[config.mk]
export PLATFORM = sky130hd
export DESIGN_NAME = multi_mode_logic_combiner_core
export DESIGN_NICKNAME = d
export VERILOG_FILES = /design/src/sv/mmlc_pkg.sv /design/src/sv/mmlc_slot_mem.sv /design/src/sv/mmlc_div.sv /design/src/sv/multi_mode_logic_combiner_core.sv
export SDC_FILE = /design/constraint.sdc
export NUM_CORES = 2
export LEC_CHECK = 0
export BUFFER_PORTS_ARGS = -buffer_cell sky130_fd_sc_hd__buf_4
export CAP_MARGIN = 20
export CORE_MARGIN = 10
export CORE_UTILIZATION = 55
export DETAILED_ROUTE_END_ITERATION = 8
export GPL_TIMING_DRIVEN = 0
export PLACE_DENSITY = 0.75
export SLEW_MARGIN = 10
export SYNTH_ARGS = -nofsm -noshare
export SYNTH_HDL_FRONTEND = slang
export SYNTH_SLANG_ARGS = --single-unit
export TNS_END_PERCENT = 100
[constraint.sdc]
create_clock -name clk -period 10.4 [get_ports clk]
set_input_delay 2.6 -clock clk [delete_from_list [all_inputs] [get_ports clk]]
set_output_delay 2.6 -clock clk [all_outputs]
set_load 0.005 [all_outputs]
[src/sv/mmlc_pkg.sv]
// shared types, constants and helpers for the multi-mode logic combiner
package mmlc_pkg;

  localparam int NUM_SLOTS = 8;
  localparam int FRAC_BITS = 16;
  localparam int SLOT_W    = $clog2(NUM_SLOTS);
  localparam int CNT_W     = $clog2(NUM_SLOTS + 1);
  localparam int VAL_W     = 32;
  localparam int SUM_W     = VAL_W + CNT_W;

  localparam logic signed [VAL_W-1:0] FX_ONE = VAL_W'(1) << FRAC_BITS;
  localparam logic signed [VAL_W-1:0] FX_MAX = {1'b0, {(VAL_W-1){1'b1}}};
  localparam logic signed [VAL_W-1:0] FX_MIN = {1'b1, {(VAL_W-1){1'b0}}};

  typedef enum logic [4:0] {
    MODE_EQ      = 5'd0,
    MODE_LT      = 5'd1,
    MODE_LE      = 5'd2,
    MODE_GT      = 5'd3,
    MODE_GE      = 5'd4,
    MODE_ANY     = 5'd5,
    MODE_ALL     = 5'd6,
    MODE_NONE    = 5'd7,
    MODE_AVG     = 5'd8,
    MODE_PASS    = 5'd9,
    MODE_TOGGLE  = 5'd10,
    MODE_INVERT  = 5'd11,
    MODE_MAX     = 5'd12,
    MODE_MIN     = 5'd13,
    MODE_MUL     = 5'd14,
    MODE_RUNMAX  = 5'd15,
    MODE_RUNMIN  = 5'd16
  } op_mode_t;

  typedef enum logic [1:0] {
    REG_OP_MODE     = 2'd0,
    REG_INPUTS_USED = 2'd1,
    REG_INPUT_SLOT  = 2'd2,
    REG_REF_SLOT    = 2'd3
  } cfg_reg_t;

  typedef struct packed {
    logic signed [VAL_W-1:0] prev;
    logic signed [VAL_W-1:0] cur;
  } slot_entry_t;

  // slot number taken modulo the slot count, by repeated subtraction
  function automatic logic [SLOT_W-1:0] wrap_slot(input logic [2:0] x);
    logic [5:0] v;
    v = {3'b000, x};
    for (int k = 0; k < 4; k++) begin
      if (v >= 6'(NUM_SLOTS)) begin
        v = v - 6'(NUM_SLOTS);
      end
    end
    return v[SLOT_W-1:0];
  endfunction

  // slot count clamped to 1..NUM_SLOTS
  function automatic logic [CNT_W-1:0] clamp_count(input logic [3:0] x);
    logic [CNT_W-1:0] r;
    if (x == 4'd0) begin
      r = CNT_W'(1);
    end else if (32'(x) > NUM_SLOTS) begin
      r = CNT_W'(NUM_SLOTS);
    end else begin
      r = CNT_W'(x);
    end
    return r;
  endfunction

  function automatic logic signed [VAL_W-1:0] sat_val(input logic signed [63:0] x);
    logic signed [VAL_W-1:0] r;
    if (x > 64'(FX_MAX)) begin
      r = FX_MAX;
    end else if (x < 64'(FX_MIN)) begin
      r = FX_MIN;
    end else begin
      r = x[VAL_W-1:0];
    end
    return r;
  endfunction

endpackage

[src/sv/mmlc_slot_mem.sv]
// slot memory: current and previous value per slot, registered read, valid bits for reset
module mmlc_slot_mem
  import mmlc_pkg::*;
(
  input  logic              clk,
  input  logic              rst,
  input  logic              we,
  input  logic [SLOT_W-1:0] waddr,
  input  slot_entry_t       wdata,
  input  logic [SLOT_W-1:0] raddr,
  output slot_entry_t       rdata
);

  slot_entry_t           mem [NUM_SLOTS];
  logic [NUM_SLOTS-1:0]  valid;
  slot_entry_t           rd_q;
  logic                  rd_valid;

  always_ff @(posedge clk) begin
    if (we) begin
      mem[waddr] <= wdata;
    end
    rd_q <= mem[raddr];
  end

  always_ff @(posedge clk) begin
    if (rst) begin
      valid    <= '0;
      rd_valid <= 1'b0;
    end else begin
      if (we) begin
        valid[waddr] <= 1'b1;
      end
      rd_valid <= valid[raddr];
    end
  end

  // never-written entries read as zero
  assign rdata = rd_valid ? rd_q : '0;

endmodule

[src/sv/mmlc_div.sv]
// signed sum divided by slot count, restoring, one quotient bit per cycle
module mmlc_div
  import mmlc_pkg::*;
(
  input  logic                    clk,
  input  logic                    rst,
  input  logic                    start,
  input  logic signed [SUM_W-1:0] dividend,
  input  logic [CNT_W-1:0]        divisor,
  output logic                    done,
  output logic signed [SUM_W-1:0] quotient
);

  localparam int STEP_W = $clog2(SUM_W + 1);

  logic               busy;
  logic [STEP_W-1:0]  steps;
  logic [SUM_W-1:0]   q;
  logic [CNT_W:0]     rem;
  logic [CNT_W-1:0]   d;
  logic               neg;
  logic [CNT_W:0]     rem_sh;
  logic               fits;

  assign rem_sh = {rem[CNT_W-1:0], q[SUM_W-1]};
  assign fits   = rem_sh >= {1'b0, d};

  always_ff @(posedge clk) begin
    if (rst) begin
      busy  <= 1'b0;
      done  <= 1'b0;
      steps <= '0;
    end else begin
      done <= 1'b0;
      if (start) begin
        busy  <= 1'b1;
        steps <= STEP_W'(SUM_W);
        neg   <= dividend[SUM_W-1];
        q     <= dividend[SUM_W-1] ? SUM_W'(-dividend) : SUM_W'(dividend);
        rem   <= '0;
        d     <= divisor;
      end else if (busy) begin
        rem   <= fits ? rem_sh - {1'b0, d} : rem_sh;
        q     <= {q[SUM_W-2:0], fits};
        steps <= steps - STEP_W'(1);
        if (steps == STEP_W'(1)) begin
          busy <= 1'b0;
          done <= 1'b1;
        end
      end
    end
  end

  // truncation toward zero: sign applied to the magnitude quotient
  assign quotient = neg ? -$signed(q) : $signed(q);

endmodule

[src/sv/multi_mode_logic_combiner_core.sv]
// top level: slot store, reduction sequencer and output register of the logic combiner
// Each accepted item writes one slot (old value moves to the previous value) and then
// recomputes one result in the configured mode, reading the slot memory one entry per
// step: the item's slot, then the input slot and the reference slot, then slots
// 0..n-1 (n = inputs_used, clamped to 1..8), each slot passing through the memory read,
// the 32x32 multiply and the shift-and-saturate of the product chain. Average mode
// then waits for the bit-serial divider. One item is worked at a time; the result
// sits in an output register so the next item is accepted while it waits. Slot
// values are signed 16.16; outputs of logic modes are 1.0 or 0. Configuration is
// written through cfg_we/cfg_index/cfg_data; the user must do so only while no item
// is in flight, as the block does not enforce this.
module multi_mode_logic_combiner_core
  import mmlc_pkg::*;
(
  input  logic        clk,
  input  logic        rst,
  // input items
  input  logic        s_tvalid,
  output logic        s_tready,
  input  logic [39:0] s_tdata,   // [2:0] slot, [34:3] sample, [39:35] zero
  // result items
  output logic        m_tvalid,
  input  logic        m_tready,
  output logic [31:0] m_tdata,   // [31:0] result
  // configuration writes
  input  logic        cfg_we,
  input  logic [1:0]  cfg_index,
  input  logic [4:0]  cfg_data
);

  typedef enum logic [3:0] {
    S_IDLE, S_OLD, S_INV, S_REF, S_REFD, S_WRD, S_WMUL, S_WSAT, S_EVAL, S_DIV, S_OUT
  } state_t;

  // configuration
  logic [4:0] op_mode;
  logic [3:0] inputs_used;
  logic [2:0] input_slot;
  logic [2:0] reference_slot;

  // sequencer state
  state_t                  state;
  logic [SLOT_W-1:0]       slot_q;
  logic signed [VAL_W-1:0] sample_q;
  logic [CNT_W-1:0]        idx;
  logic [CNT_W-1:0]        n_used;
  logic signed [VAL_W-1:0] inv;
  logic signed [VAL_W-1:0] refv;
  logic signed [VAL_W-1:0] prev0;
  logic signed [VAL_W-1:0] cur0;

  // reduction accumulators
  logic                    any_nz;
  logic                    all_nz;
  logic signed [VAL_W-1:0] max_acc;
  logic signed [VAL_W-1:0] min_acc;
  logic signed [SUM_W-1:0] sum_acc;
  logic signed [VAL_W-1:0] mul_acc;
  logic signed [63:0]      prod;

  // persistent block state
  logic signed [VAL_W-1:0] output_value;
  logic signed [VAL_W-1:0] running_extreme;
  logic                    first_pending;

  // memory port
  logic              mem_we;
  logic [SLOT_W-1:0] mem_waddr;
  slot_entry_t       mem_wdata;
  logic [SLOT_W-1:0] mem_raddr;
  slot_entry_t       mem_rdata;

  // divider
  logic                    div_start;
  logic                    div_done;
  logic signed [SUM_W-1:0] div_q;

  logic signed [VAL_W-1:0] d;
  logic [CNT_W-1:0]        idx_inc;
  logic signed [63:0]      prod_sh;
  logic                    run_hit;
  logic signed [VAL_W-1:0] eval_val;

  assign d       = mem_rdata.cur;
  assign idx_inc = idx + CNT_W'(1);
  assign prod_sh = prod >>> FRAC_BITS;
  // no item is taken while reset is held
  assign s_tready = (state == S_IDLE) && !rst;

  mmlc_slot_mem u_mem (
    .clk   (clk),
    .rst   (rst),
    .we    (mem_we),
    .waddr (mem_waddr),
    .wdata (mem_wdata),
    .raddr (mem_raddr),
    .rdata (mem_rdata)
  );

  mmlc_div u_div (
    .clk      (clk),
    .rst      (rst),
    .start    (div_start),
    .dividend (sum_acc),
    .divisor  (n_used),
    .done     (div_done),
    .quotient (div_q)
  );

  // memory address and write control follow the sequencer state
  always_comb begin
    mem_we    = (state == S_OLD);
    mem_waddr = slot_q;
    mem_wdata = '{prev: mem_rdata.cur, cur: sample_q};
    mem_raddr = idx[SLOT_W-1:0];
    unique case (state)
      S_IDLE:  mem_raddr = wrap_slot(s_tdata[2:0]);
      S_INV:   mem_raddr = wrap_slot(input_slot);
      S_REF:   mem_raddr = wrap_slot(reference_slot);
      default: mem_raddr = idx[SLOT_W-1:0];
    endcase
  end

  assign div_start = (state == S_EVAL) && (op_mode == MODE_AVG);

  // running extreme reload condition
  always_comb begin
    if (op_mode == MODE_RUNMAX) begin
      run_hit = (refv != 0) || first_pending || (inv > running_extreme);
    end else begin
      run_hit = (refv != 0) || first_pending || (inv < running_extreme);
    end
  end

  // new output value for every mode but average
  always_comb begin
    eval_val = output_value;
    unique case (op_mode)
      MODE_EQ:     eval_val = (inv == refv) ? FX_ONE : '0;
      MODE_LT:     eval_val = (inv <  refv) ? FX_ONE : '0;
      MODE_LE:     eval_val = (inv <= refv) ? FX_ONE : '0;
      MODE_GT:     eval_val = (inv >  refv) ? FX_ONE : '0;
      MODE_GE:     eval_val = (inv >= refv) ? FX_ONE : '0;
      MODE_ANY:    eval_val = any_nz ? FX_ONE : '0;
      MODE_ALL:    eval_val = all_nz ? FX_ONE : '0;
      MODE_NONE:   eval_val = any_nz ? '0 : FX_ONE;
      MODE_PASS:   eval_val = cur0;
      MODE_TOGGLE: begin
        if (prev0 < FX_ONE && cur0 >= FX_ONE) begin
          eval_val = (output_value >= FX_ONE) ? '0 : FX_ONE;
        end
      end
      MODE_INVERT: eval_val = (cur0 < FX_ONE) ? FX_ONE : '0;
      MODE_MAX:    eval_val = max_acc;
      MODE_MIN:    eval_val = min_acc;
      MODE_MUL:    eval_val = mul_acc;
      MODE_RUNMAX,
      MODE_RUNMIN: begin
        if (run_hit) begin
          eval_val = inv;
        end
      end
      default:     eval_val = output_value;   // average handled by divider; unused codes hold
    endcase
  end

  // configuration registers
  always_ff @(posedge clk) begin
    if (rst) begin
      op_mode        <= MODE_PASS;
      inputs_used    <= 4'd2;
      input_slot     <= 3'd0;
      reference_slot <= 3'd1;
    end else if (cfg_we) begin
      unique case (cfg_index)
        REG_OP_MODE:     op_mode        <= cfg_data;
        REG_INPUTS_USED: inputs_used    <= cfg_data[3:0];
        REG_INPUT_SLOT:  input_slot     <= cfg_data[2:0];
        REG_REF_SLOT:    reference_slot <= cfg_data[2:0];
      endcase
    end
  end

  // sequencer and output register
  always_ff @(posedge clk) begin
    if (rst) begin
      state           <= S_IDLE;
      m_tvalid        <= 1'b0;
      output_value    <= '0;
      running_extreme <= '0;
      first_pending   <= 1'b1;
    end else begin
      // a taken result clears the flag unless a new one replaces it
      if (m_tvalid && m_tready && state != S_OUT) begin
        m_tvalid <= 1'b0;
      end
      unique case (state)
        S_IDLE: begin
          if (s_tvalid) begin
            slot_q   <= wrap_slot(s_tdata[2:0]);
            sample_q <= s_tdata[34:3];
            n_used   <= clamp_count(inputs_used);
            state    <= S_OLD;
          end
        end
        S_OLD: state <= S_INV;   // write-back of {old current, sample}
        S_INV: state <= S_REF;
        S_REF: begin
          inv   <= d;
          state <= S_REFD;
        end
        S_REFD: begin
          refv    <= d;
          idx     <= '0;
          any_nz  <= 1'b0;
          all_nz  <= 1'b1;
          max_acc <= '0;
          sum_acc <= '0;
          mul_acc <= FX_ONE;
          state   <= S_WRD;
        end
        S_WRD: state <= S_WMUL;
        S_WMUL: begin
          if (idx == '0) begin
            prev0   <= mem_rdata.prev;
            cur0    <= d;
            min_acc <= d;
          end else if (d < min_acc) begin
            min_acc <= d;
          end
          if (d != 0) begin
            any_nz <= 1'b1;
          end else begin
            all_nz <= 1'b0;
          end
          if (d > max_acc) begin
            max_acc <= d;
          end
          sum_acc <= sum_acc + SUM_W'(d);
          prod    <= 64'(mul_acc) * 64'(d);
          state   <= S_WSAT;
        end
        S_WSAT: begin
          mul_acc <= sat_val(prod_sh);
          idx     <= idx_inc;
          state   <= (idx_inc == n_used) ? S_EVAL : S_WRD;
        end
        S_EVAL: begin
          if (op_mode == MODE_AVG) begin
            state <= S_DIV;
          end else begin
            output_value <= eval_val;
            if ((op_mode == MODE_RUNMAX || op_mode == MODE_RUNMIN) && run_hit) begin
              running_extreme <= inv;
              first_pending   <= 1'b0;
            end
            state <= S_OUT;
          end
        end
        S_DIV: begin
          if (div_done) begin
            output_value <= sat_val(64'(div_q));
            state        <= S_OUT;
          end
        end
        S_OUT: begin
          if (!m_tvalid || m_tready) begin
            m_tvalid <= 1'b1;
            m_tdata  <= output_value;
            state    <= S_IDLE;
          end
        end
        default: state <= S_IDLE;
      endcase
    end
  end

endmodule

---- Yosys cells after proc, flatten, opt, wreduce, memory -nomap -nowiden ----
Memory sizes are Yosys's and may differ from the RTL's. A register that Yosys moved wholly into a read port is not among the register bits.
Cells that the tools add are included.
W data, S select, Z words.
word-level totals
  register bits after elaboration ......... 548
  latch bits .............................. 0
  RAM bits ................................ 512
  memory bits (read-only) ................. 0
  input bits .............................. 52
  memories kept ........................... 1
memory list
  name       words  width  rd ports  clocked after Yosys merged registers in  write ports  line                 RTL
  u_mem.mem  8      64     1         1                                        1            mmlc_slot_mem.sv:14  slot_entry_t mem [NUM_SLOTS];
cells by class
  add/sub/neg operators ................... 6
  multipliers ............................. 1
  div/mod/pow operators ................... 0
  magnitude comparators ................... 21
  equality and inequality tests ........... 43
  shifts and indexed selects .............. 0
  multiplexer cells ....................... 62
  bitwise logic cells ..................... 4
  reduce and logical (&&, ||, !) cells .... 51
operator list
  kind                    count
  $pmux W32 S15           1
  $mux W32                12
  $pmux W32 S2            3
  $mux W17                10
  $mux W36                4
  $gt A32 B32 Y1          3
  $lt A32 B32 Y1          3
  $neg A36 Y36            2
  $pmux W36 S2            1
  $ge A32 B18 Y1 const B  2
  $lt A32 B18 Y1 const B  2
  $mul A32 B32 Y64        1
  $reduce_bool A32 Y1     2
  $gt A48 B32 Y1 const B  1
  $lt A48 B32 Y1 const B  1
  $pmux W4 S11            1
  $eq A5 B4 Y1 const B    8
  $add A36 B32 Y36        1
  $gt A36 B32 Y1 const B  1
  $lt A36 B32 Y1 const B  1
  $eq A32 B32 Y1          1
  $ge A32 B32 Y1          1
  $le A32 B32 Y1          1
  $mux W4                 7
  other kinds (46)        118

---- Longest topological paths before layout ----
  depth after elaboration ................. 8
  gate-level depth with buffers ........... 32
  gate-level depth less buffers ........... 28

---- By module ----
From an unflattened synthesis, not the netlist that was laid out.
second synthesis, totals
  cell total of the unflattened synthesis .. 7,006
  area, all modules ....................... 82,584.2 um^2
modules (own cells, without submodules)
  module                          times used  cells an instance  area an instance (um^2)
  multi_mode_logic_combiner_core  1           5,662              57,405.1
  mmlc_slot_mem                   1           916                21,316.7
  mmlc_div                        1           428                3,862.5

---- Least setup slack after synthesis ----
OpenSTA, ideal clock, no wires.
  kind .................................... reg-to-reg
  start ................................... reg u_mem.rd_valid
  end ..................................... reg prod[62], data pin
  library setup time ...................... 0.265 ns
  arrival ................................. 8.288 ns
  data required time ...................... 10.135 ns
  setup slack ............................. 1.846 ns
  stages on the path, launching flop included .. 29
  path buffers ............................ 4
  cells stage by stage .................... dfxtp_1 > clkbuf_1 > clkbuf_1 > clkbuf_1 > clkbuf_1 > and3_1 > fa_1 > fa_1 > fa_1 > fa_1 > inv_1 > fa_1 > inv_1 > fa_1 > inv_1 > fa_1 > inv_1 > fa_1 > ha_1 > o21a_1 > nor2_1 > o21a_1 > o21ai_0 > a31oi_1 > o21ai_0 > a21o_1 > a31oi_1 > o21ai_0 > xor2_1
on the way
  word-level cells in the longest chain between the ends .. 2
ends and longest elaborated chain
  element                 line                                   RTL
  from (decl)             mmlc_slot_mem.sv:17                    logic rd_valid;
  from (signal assigned)  mmlc_slot_mem.sv:34                    rd_valid <= valid[raddr];
  $mux W32                mmlc_slot_mem.sv:39                    assign rdata = rd_valid ? rd_q : '0;
  $mul A32 B32 Y64        multi_mode_logic_combiner_core.sv:240  prod <= 64'(mul_acc) * 64'(d);
  to (signal assigned)    multi_mode_logic_combiner_core.sv:240
  to (decl)               multi_mode_logic_combiner_core.sv:59   logic signed [63:0] prod;
Every way passes these cells.
A chain may end at the register's enable or synchronous reset.

---- Worst setup path after layout ----
  start ................................... reg u_mem.rd_valid
  end ..................................... reg prod[36], data pin
The elaborated chain is that of the path after synthesis.

==> flow_summary_export.csv <==
group,metric,value,unit
power_and_ir_drop,power_density,200,nW/um^2
final_layout,drive_above_1_share,0.0844,
placed_design,preCtsSetupSlack,-1740,ps
drt,drt-wirelength-per-cell,32.6,um
power_and_ir_drop,vdd_ir_drop_max,0.483,mV
timing,timing.final.ws_setup,-189,ps
synth,synth_flop_cell,"edfxtp_1",
grt,grt_start_max_net_pins,34,
final_layout,nets,8844,
timing,rsz0062_at_grt,"true",
timing,max_freq,94.4,MHz
timing,drv_slew,0,
synth,yosys_register_bits,948,
synth,async_flop_share,0,
synth,synth.net_count,8570,
timing,fin_worst_skew,77.8,ps
timing,final-hold-violation-count,0,
worst_setup_path,crit_path_end_kind,"register",
timing,setup_violations,9,
placed_design,portBuffers,80,
clock_network,cts_hold_buf,0,
drt,wirelength,305000,um
floorplanning,chipHeight,396,um
clock_network,cts-root-buf,"clkbuf_16",
worst_setup_path,critical_path_class,"register to register",
synth,netlist_area,77700,um^2
clock_network,clock_latency,770,ps
power_and_ir_drop,p_leak,38.9,nW
floorplanning,ioPinCount,86,
timing,final_min_period_over_clock_period,1.02,
synth,synth_cell_types,75,
final_layout,layout_commonest_cell,"inv_1",
worst_setup_path,worstPathMaxFanout,10,
worst_setup_path,worstPathArrival,11050,ps
drt,drc,0,
drt,drtPass1Iterations,6,
run,maxCapViolCount,0,
synth,syn_area_per_cell,11.0,um^2
worst_setup_path,start_kind,"register",
drt,num_vias,59529,
grt,antenna_found_initial,50,
worst_setup_path,cp_slowest_stage_delay,980,ps
run_status,violations,"setup timing",
drt,first_iter_violations,6893,
grt,grt_pass1_vias,60360,
floorplanning,dieArea,157000,um^2
grt,track_usage,0.389,
final_layout,fin_util,0.614,
clock_network,cts_buffers,97,
worst_setup_path,crit_path_top_delay_cell,"clkbuf_1",
drt,ant_nets,0,
synth,ys_warn_count,0,
clock_network,cts_tree,"built",
timing,worst_pin_slew,1360,ps
synth,synthCells,7083,
placed_design,dp_hpwl,235000,um
drt,viasPerCell,6.36,
synth,ys_seq_area_frac,0.347,
worst_setup_path,crit_top_cell,"fa_1",
synth,synth_edf_count,798,
floorplanning,start_util,0.555,
worst_setup_path,worstPathRequired,10860,ps
floorplanning,die_w,396,um
worst_setup_path,crit_buf_inv,8,
worst_hold_path,min_path_type,"register to register",
worst_setup_path,crit_family,"adder cells",
run_status,run_status,"complete, but fails checks",
grt,overflow,0,
timing,slew-limit-headroom,0.0914,
floorplanning,core-area,140000,um^2
floorplanning,rows,137,
clock_network,clock_sinks,948,
placed_design,gp_congestion,1.11,
clock_network,path_clk_slew,60,ps
final_layout,layout_common_cells,"inv_1 (1106), fa_1 (1081), edfxtp_1 (798), nand2_1 (699), and3_1 (555)",
clock_network,clock_path_buffers,3,
clock_network,ctsHtreeMaxLevel,3,
final_layout,syn_to_final_growth,10.5,%
grt,grt_first_pass_wirelength,434000,um
timing,min_period,10590,ps
-- flip-flops by register name, indices dropped and copies added, names as in the netlist, 8 cells and up --
signal	count
u_mem.mem	384
prod	48
u_mem.rd_q	48
sum_acc	36
u_div.q	36
cur0	32
inv	32
m_tdata	32
max_acc	32
min_acc	32
mul_acc	32
output_value	32
refv	32
running_extreme	32
sample_q	32
prev0	16
u_mem.valid	8
-- cell families after synthesis --
group,count (synthesis),share of synthesized area
muxes,253,0.0342
AOI/OAI and AO/OA,797,0.0666
DFF,948,0.347
adders and majority gates,1435,0.336
xor gates and xnor gates,163,0.0184
buffers and inverters,1526,0.0739
and+or+nand+nor,1961,0.124
-- synth_stat cells, drive strengths merged (100+ instances only) --
| master | instances | area (um^2) |
|---|---|---|
| mux2i | 153 | 1530 |
| edfxtp | 798 | 24000 |
| nor2 | 352 | 1320 |
| clkbuf | 384 | 1440 |
| o21ai | 193 | 966 |
| ha | 352 | 4400 |
| xor2 | 100 | 876 |
| nand2 | 700 | 2630 |
| and3 | 556 | 3480 |
| a21oi | 196 | 981 |
| mux2 | 100 | 1130 |
| inv | 1110 | 4170 |
| fa | 1083 | 21700 |
| dfxtp | 150 | 3000 |
-- path summary, 6_finish.rpt --
path,from,endpoint,slack [ps],cells after the start
min,output_value[13],m_tdata[13],440,0
max reg2reg,u_mem.rd_valid,prod[36],-190,27
min reg2reg,output_value[13],m_tdata[13],440,0
max,u_mem.rd_valid,prod[36],-190,27
-- what timing repair did --
action	in CTS	in global routing
setup endpoints to repair	32	20
gates resized for setup	48	80
setup buffers	3	7
pin swaps	3	2
-- through the flow --
| stage | area (um^2) | setup TNS, ps | std cells | power, W | hold slack (ps) |
|---|---|---|---|---|---|
| 5_1_grt | 85700 | -18.4 | 9319 | 0.0181 | 450 |
| 2_1_floorplan | 77700 | 0 | 7083 | 0.0103 | 409 |
| 4_1_cts | 85500 | 0 | 9302 | 0.0169 | 433 |
| 6_report | 85800 | -622 | 9359 | 0.0171 | 435 |
| 3_3_place_gp | 80600 | -61330 | 9039 | 0.0130 | 422 |
| 3_5_place_dp | 82100 | -36850 | 9121 | 0.0132 | 418 |
-- power by group --
group          switching, W  internal, W  leakage [nW]
combinational       0.00563      0.00323          28.7
sequential         0.000217      0.00446          8.56
clock               0.00162      0.00199          1.61
-- layout make-up --
type	instances	area [um^2]
Multi-Input combinational cell	4609	45200
Clock inverter	49	544
Antenna cell	42	105
Sequential cell	948	27000
Buffer	408	1690
Fill cell	11432	54000
Timing Repair Buffer	182	2090
Clock buffer	134	2770
Inverter	1111	4180
Tap cell	1876	2350
-- routing by layer --
| metal | wire length [um] | vias up | GRT usage | share of wire |
|---|---|---|---|---|
| li1 | - | 24094 | - | - |
| met1 | 107000 | 30019 | 0.476 | 0.35 |
| met3 | 38200 | 1180 | 0.128 | 0.13 |
| met5 | 249 | - | 0.00554 | 0.00082 |
| met2 | 131000 | 4214 | 0.579 | 0.43 |
| met4 | 27800 | 22 | 0.276 | 0.091 |
Power figures use the tool's default switching activity.
